[config.mk]
export PLATFORM = sky130hd
export DESIGN_NAME = mxt_min_unit
export DESIGN_NICKNAME = d
export VERILOG_FILES = /design/src/hw/rtl/mxt_pkg.sv /design/src/hw/rtl/mxt_min_unit.sv
export SDC_FILE = /design/constraint.sdc
export NUM_CORES = 1
export LEC_CHECK = 0
export BUFFER_PORTS_ARGS = -buffer_cell sky130_fd_sc_hd__buf_4
export CORE_MARGIN = 4
export CORE_UTILIZATION = 32
export DETAILED_ROUTE_END_ITERATION = 10
export SYNTH_ARGS = -nofsm -noshare
export SYNTH_HDL_FRONTEND = slang
export SYNTH_SLANG_ARGS = --single-unit
[constraint.sdc]
create_clock -name clk_i -period 8.5 [get_ports clk_i]
set_input_delay 1.7 -clock clk_i [delete_from_list [all_inputs] [get_ports clk_i]]
set_output_delay 1.7 -clock clk_i [all_outputs]
set_load 0.01 [all_outputs]
[src/hw/rtl/mxt_pkg.sv]
`timescale 1ns / 1ps
// ----------------------------------------------------------------------------
// mxt_pkg
// Shared sizes, status codes, function codes and the compare control type of the min extract table.
// ----------------------------------------------------------------------------
package mxt_pkg;

  localparam int unsigned CAPACITY = 256;
  localparam int unsigned IdxW     = $clog2(CAPACITY);
  localparam int unsigned CntW     = $clog2(CAPACITY + 1);
  localparam int unsigned KeyW     = 31;
  localparam int unsigned StatW    = 2;
  localparam int unsigned LeftW    = 9;

  localparam logic [StatW-1:0] StOk    = 2'd0;
  localparam logic [StatW-1:0] StEmpty = 2'd1;
  localparam logic [StatW-1:0] StFull  = 2'd2;

  localparam logic FuncInsert  = 1'b0;
  localparam logic FuncExtract = 1'b1;

  // drives the shared compare unit for one scan beat
  typedef struct packed {
    logic            en;
    logic            first;
    logic [IdxW-1:0] idx;
  } cmp_ctrl_t;

endpackage

[src/hw/rtl/mxt_min_unit.sv]
`timescale 1ns / 1ps
// ----------------------------------------------------------------------------
// mxt_min_unit
// Running minimum: one comparator and the best key and index seen so far.
// ----------------------------------------------------------------------------
module mxt_min_unit import mxt_pkg::*; (
  input  logic            clk_i,
  input  logic            rst_ni,
  input  cmp_ctrl_t       ctrl_i,
  input  logic [KeyW-1:0] key_i,
  output logic [KeyW-1:0] best_key_o,
  output logic [IdxW-1:0] best_idx_o
);

  logic [KeyW-1:0] best_key_q;
  logic [IdxW-1:0] best_idx_q;
  logic            take;

  // strict less-than keeps the lowest index on ties
  assign take = ctrl_i.en && (ctrl_i.first || (key_i < best_key_q));

  always_ff @(posedge clk_i or negedge rst_ni) begin
    if (!rst_ni) begin
      best_idx_q <= '0;
    end else if (take) begin
      best_idx_q <= ctrl_i.idx;
    end
  end

  always_ff @(posedge clk_i) begin
    if (take) begin
      best_key_q <= key_i;
    end
  end

  assign best_key_o = best_key_q;
  assign best_idx_o = best_idx_q;

endmodule

; After elaboration in Yosys (flattened, before gate mapping)
; Index checks and enable logic that the tools add are counted.
; W data, S select, Z words.
[word_totals]
inputBits = 43
reg_bits = 39
[classes]
n_lt_le_gt_ge = 1
n_reduce_logical = 2
[op_table]
columns = op, count
row1 = $lt A31 B31 Y1, 1
row2 = $logic_and A1 B1 Y1, 1
row3 = $logic_or A1 B1 Y1, 1

; Longest topological paths before layout
; Gate-level depths: netlist (run 1).
[depth]
word_depth = 3
depth_mapped = 9
ltp_nobuf = 8

; Worst setup path before layout (run 1)
; Ideal clock, no wire load.
[synth_path]
kind = input to register
start = in key_i[29]
end = reg best_key_q[0] (netlist: best_key_o[0]), enable pin
setup_slack_ns = 4.331
required_time_ns = 8.110
arrival_ns = 3.779
path_buffers = 1
path_stages = 8
path_cell_list = ha_1 > a21oi_1 > nand2_1 > a221o_1 > or2_1 > buf_6 > a21oi_1 > o21a_1
[synth_between]
elab_chain_cells = 3
[synth_rtl]
columns = element, line_no
row1 = from (decl), mxt_min_unit.sv:10  ; input logic [KeyW-1:0] key_i,
row2 = $lt A31 B31 Y1, mxt_min_unit.sv:20  ; assign take = ctrl_i.en && (ctrl_i.first || (key_i < best_key_q));
row3 = $logic_or A1 B1 Y1, mxt_min_unit.sv:20
row4 = $logic_and A1 B1 Y1, mxt_min_unit.sv:20
row5 = net take, mxt_min_unit.sv:17  ; logic take;
row6 = to (signal assigned), mxt_min_unit.sv:32  ; best_key_q <= key_i;
row7 = to (decl), mxt_min_unit.sv:15  ; logic [KeyW-1:0] best_key_q;
; The timed path passes the listed nets, and every way through them passes these cells.
; A chain may end at the register's enable or synchronous reset.

; Worst setup path in the final report (run 1)
[layout_path]
start = in key_i[18]
end = reg best_key_q[12] (netlist: best_key_o[12]), enable pin
; The elaborated chain is that of the path after synthesis.

==> impl_metrics.csv, run 1 <==
group,metric,value,unit
yosys,synth_cell_types,27,
floorplanning,floorplan.rows,30,
power,power_frac_comb,24.0,%
clock_network,post_cts.repair.setup_buffers,0,
critical_path,cp_max_fo,22,
yosys,synth_top_area_share,41.7,%
finish,syn_to_final_growth,36.7,%
flow_run,maxCapViolCount,0,
route,dr.first_iter.drc_count,121,
timing,hold_violations,0,
route,routed_wl,5250,um
critical_path,required,8460,ps
min_path,hp-class,"reg -> reg",
power,vdd.ir_drop.worst,89.4,uV
run_status,outcome,"completed",
yosys,postSynthAreaPerCell,11.2,um2
timing,min_period_over_period,47.9,%
global_route,track_usage,12.5,%
route,post-route-drc-count,0,
placed_design,io_buffers,81,
floorplanning,coreArea,6790,um2
yosys,synth_area_leaders,"edfxtp_1 42%, ha_1 17%, dfrtp_1 9.0%",
critical_path,worst_setup_path_end_kind,"flip-flop",
clock_network,clkTransAtPathRegs,70,ps
yosys,ys_warn_count,0,
floorplanning,fp.dieH,91.5,um
global_route,grt_pass1_vias,1808,
power,power.density,166,nW/um2
clock_network,cts.sinks,39,
clock_network,cts_tree,"built",
route,ant_nets,0,
finish,fillers,652,
clock_network,cts_hold_buf,0,
timing,fmaxAchievable,246,MHz
yosys,synth-seq-area-share,50.7,%
finish,nets,358,
clock_network,post_cts_resized,0,
global_route,overflow,0,
timing,maxSlewHeadroom,52.8,%
power,power.switching,135,uW
critical_path,worst_setup_path_start_kind,"primary input",
clock_network,insertion_delay,280,ps
finish,final_cell_mix,"82 x buf_4, 32 x inv_1, 31 x edfxtp_1",
floorplanning,pin_count,82,
power,p_leak,0.00140,uW
clock_network,h-tree-depth,2,
yosys,async_flop_share,20.5,%
finish,layout_commonest_cell,"buf_4",
timing,finalSetupTns,0,ps
min_path,hold_depth,2,
finish,utilization,44.9,%
floorplanning,die_area,8370,um2
route,vias,1830,
power,switching_share,26.6,%
critical_path,crit_arrival,4030,ps
route,wl_per_cell,13.8,um
clock_network,clock_path_buffers,2,
yosys,synth_ff_type,"edfxtp_1",
global_route,grt_max_degree,23,
power,clock_power_share,29.2,%
power,seq_power_share,46.8,%
yosys,yosys.area.top_type,"edfxtp_1",
timing,slew_viol_final,0,
route,via_per_inst,4.79,
critical_path,r2r_cells,9,
timing,fin_worst_skew,2.91,ps
power,power.internal,373,uW
finish,final_cell_area,3050,um2
timing,post-route-min-period,4070,ps
yosys,syn-cell-area,2230,um2
yosys,synth_nets,273,
finish,drive_gt1_share,31.8,%
clock_network,cts_buffers,5,
global_route,grt_pass1_wl,8460,um
placed_design,post-dp-hpwl,4210,um
critical_path,path_class,"in -> reg",
yosys,synth_edf_count,31,
placed_design,gp_congestion,0.747,
global_route,antenna_found_initial,0,
timing,rsz0062_at_grt,"false",
floorplanning,die_w,91.5,um
floorplanning,start_util,32.8,%
yosys,synthCells,200,
yosys,ys_seq_elements,39,
route,detail_route.first_pass.iterations,5,
timing,finalSetupViolCount,0,
finish,diodes,0,
placed_design,placed_cell_area,2940,um2
clock_network,cts-root-buf,"clkbuf_8",
timing,worst_pin_slew,704,ps
-- registers in the layout, summed over array words and instances, names as in the netlist --
name / count
best_idx_o: 8
best_key_o: 31
-- cells by family (layout without fill, tap and decap cells) --
group,count (synthesis),in the layout,share of synthesized area (%)
DFF,39,39,50.7
buffers and inverters,36,122,6.45
AOI/OAI and AO/OA,45,45,14.4
and+or+nand+nor,50,50,11.7
adders and majority gates,30,30,16.8
-- worst max-delay path: stages --
cell,delay (ps)
buf_4,120
ha_1,320
a21oi_1,130
o21ai_0,110
a221o_1,320
or2_1,350
a21oi_1,160
o21a_1,420
buf_4,390
-- Yosys cell counts, types with 2 or more instances --
master and count:
inv_1 32, edfxtp_1 31, ha_1 30, a21oi_1 17, nand3_1 17, nand2_1 9, nor2b_1 9, a222oi_1 8
dfrtp_1 8, o2111ai_1 8, nand4_1 6, o21ai_0 6, nor2_1 3, o21a_1 2, or2_1 2
-- layer usage --
| layer | vias up | track usage (%) | wire [um] |
|---|---|---|---|
| met5 | - | 0 | 0 |
| met1 | 841 | 16.1 | 2330 |
| met3 | 2 | 3.65 | 386 |
| li1 | 923 | - | - |
| met4 | 0 | 2.26 | 23 |
| met2 | 64 | 21.0 | 2510 |
-- per-stage QoR --
step	power [uW]	hold slack, ps	setup WS, ps	std cells
6_report	508	571	4430	382
3_3_place_gp	363	562	4130	374
4_1_cts	517	577	4420	382
2_1_floorplan	304	596	4330	200
5_1_grt	542	610	4250	382
3_5_place_dp	365	554	4090	374
-- worst paths after layout --
kind | start | end | slack [ps]
setup / recovery | key_i[18] | best_key_o[12] | 4430
hold / removal | best_idx_o[6] | best_idx_o[6] | 570
setup reg to reg | best_key_o[28] | best_key_o[12] | 5580
hold reg to reg | best_idx_o[6] | best_idx_o[6] | 570
max in group asynchronous | rst_ni | best_idx_o[5] | 7140
min in group asynchronous | rst_ni | best_idx_o[7] | 1230
-- area by class of cell --
cell class              instances  area (um2)  share of cell area [%]
repair buffers                 82         616                    20.2
flip-flops and latches         39        1130                    37.1
clock buffers                   5        68.8                    2.26
well taps                      96         120                    3.94
inverters                      32         120                    3.94
clock inverters                 3        38.8                    1.27
multi-input cells             125         956                    31.3
-- power groups by stage --
stage | logic (uW) | clock network [uW] | registers, uW
after floorplan | 56.1 | 0 | 248
after global routing | 138 | 164 | 240
final | 122 | 148 | 238
after detailed placement | 124 | 0 | 242
after CTS | 124 | 156 | 238
after global placement | 122 | 0 | 242
(Power assumes the default switching activity.)
==> inputs of run 2 (changes only) <==
clock period = 3.35 ns   (was 8.5 ns; I/O delays follow)
==> run 2 against run 1 <==
Die area unchanged. Non-clock buffer count up 3. Sequential cell count unchanged. Final cell count up 0.79%. Sequential share of layout area down 0.27 points. Via count up 0.60%. Wire length up 1.4%. Combinational power rose to 2.6 times the previous value. First-iteration DRC count down 18%. Critical path depth unchanged. Setup slack worse by 3800 ps. Sequential power rose to 2.5 times the previous value. Critical endpoint is now best_key_o[1].
==> impl_metrics.csv, run 2 (same netlist as run 1, synthesis figures left out) <==
group,metric,value,unit
clock_network,insertion_delay,290,ps
placed_design,post-dp-hpwl,4210,um
route,post-route-drc-count,0,
floorplanning,start_util,32.8,%
critical_path,cp_max_fo,20,
global_route,grt_pass1_vias,1807,
timing,min_period_over_period,80.0,%
clock_network,clkTransAtPathRegs,80,ps
clock_network,cts_hold_buf,0,
placed_design,io_buffers,81,
clock_network,cts_tree,"built",
clock_network,h-tree-depth,2,
route,via_per_inst,4.78,
clock_network,cts_buffers,5,
critical_path,worst_path_max_delay_cell,"or2_1",
timing,slew_viol_final,0,
critical_path,worst_setup_path_end_kind,"flip-flop",
global_route,grt_max_degree,21,
route,wl_per_cell,13.8,um
finish,fillers,642,
floorplanning,fp.dieH,91.5,um
route,ant_nets,0,
timing,maxSlewHeadroom,65.3,%
finish,largest_reg_flops,31,
critical_path,worst_setup_path_start_kind,"primary input",
clock_network,post_cts_resized,0,
finish,layout_commonest_cell,"buf_4",
placed_design,gp_congestion,0.755,
power,p_leak,0.00142,uW
flow_run,maxCapViolCount,0,
timing,finalSetupTns,0,ps
run_status,outcome,"completed",
timing,hold_violations,0,
critical_path,crit_arrival,2650,ps
route,detail_route.first_pass.iterations,5,
finish,fin_cells,385,
global_route,antenna_found_initial,0,
clock_network,clock_path_buffers,2,
floorplanning,pin_count,82,
placed_design,dpl_worst_slack,359,ps
clock_network,cts.sinks,39,
finish,diodes,0,
timing,rsz0062_at_grt,"false",
critical_path,crit_path_cell_trace,"buf_4 -> ha_1 -> a21oi_1 -> o21ai_0 -> a221o_1 -> or2_1 -> a21oi_1 -> o21a_1 -> buf_4",
critical_path,required,3320,ps
timing,fmaxAchievable,373,MHz
timing,fin_worst_skew,6.32,ps
placed_design,dp.cells,377,
timing,fin_ws,669,ps
global_route,track_usage,12.6,%
critical_path,path_class,"in -> reg",
route,vias,1841,
floorplanning,die_area,8370,um2
route,routed_wl,5330,um
timing,worst_pin_slew,518,ps
critical_path,path_buf_inv,2,
finish,drive_gt1_share,32.5,%
floorplanning,coreArea,6790,um2
finish,nets,361,
global_route,overflow,0,
critical_path,crit_family,"compound AO/OA/AOI/OAI gates",
timing,post-route-min-period,2680,ps
finish,syn_to_final_growth,37.7,%
global_route,grt_pass1_wl,8540,um
power,vdd.ir_drop.worst,224,uV
power,power.density,423,nW/um2
timing,finalSetupViolCount,0,
clock_network,post_cts.repair.setup_buffers,0,
clock_network,cts-root-buf,"clkbuf_8",
route,dr.first_iter.drc_count,99,
floorplanning,die_w,91.5,um
finish,utilization,45.2,%
critical_path,crit_path_max_incr_delay,360,ps
floorplanning,floorplan.rows,30,
finish,final_cell_mix,"85 x buf_4, 32 x inv_1, 31 x edfxtp_1",
min_path,hp-class,"in -> async",
power,power,1300,uW
-- run 2: report_power, final --
part | leakage [uW] | internal [uW] | switching, uW
Sequential | 0.000392 | 574 | 27.7
Clock | 0.0000556 | 218 | 167
Combinational | 0.000970 | 156 | 157
-- run 2: cell type report --
class	count	area, um2	share of cell area, %
Inverter	32	120	3.91
Tap cell	96	120	3.91
Clock buffer	5	68.8	2.24
Timing Repair Buffer	85	638	20.8
Sequential cell	39	1130	36.8
Multi-Input combinational cell	125	956	31.1
Clock inverter	3	38.8	1.26
-- run 2: worst paths after layout --
kind	from	to	slack [ps]	cells past startpoint
setup / recovery	key_i[16]	best_key_o[1]	670	9
hold reg to reg	best_idx_o[6]	best_idx_o[6]	580	2
hold / removal	rst_ni	best_idx_o[2]	190	1
max in group asynchronous	rst_ni	best_idx_o[7]	3030	1
min in group clk_i	key_i[15]	best_key_o[15]	570	1
setup reg to reg	best_key_o[16]	best_key_o[1]	760	9
-- run 2: routing by layer --
layer | track usage (%) | vias up | routed length (um)
met4 | 3.02 | 0 | 43
li1 | - | 926 | -
met5 | 0 | - | 0
met3 | 3.73 | 4 | 404
met2 | 21.1 | 62 | 2550
met1 | 15.9 | 849 | 2330
-- run 2: worst register-to-register path, stage by stage (launching register included) --
cell and delay (ps):
edfxtp_1 410, inv_1 70, ha_1 230, a21oi_1 140, o21ai_0 130, a221o_1 330
or2_1 360, a21oi_1 160, o21a_1 150, buf_4 290
-- run 2: per-stage QoR --
stage                     area (um2)  hold WS (ps)
final                           3070           189
after floorplan                 2230           374
after CTS                       3070           183
after global routing            3070           183
after global placement          2970           497
after detailed placement        2970           499
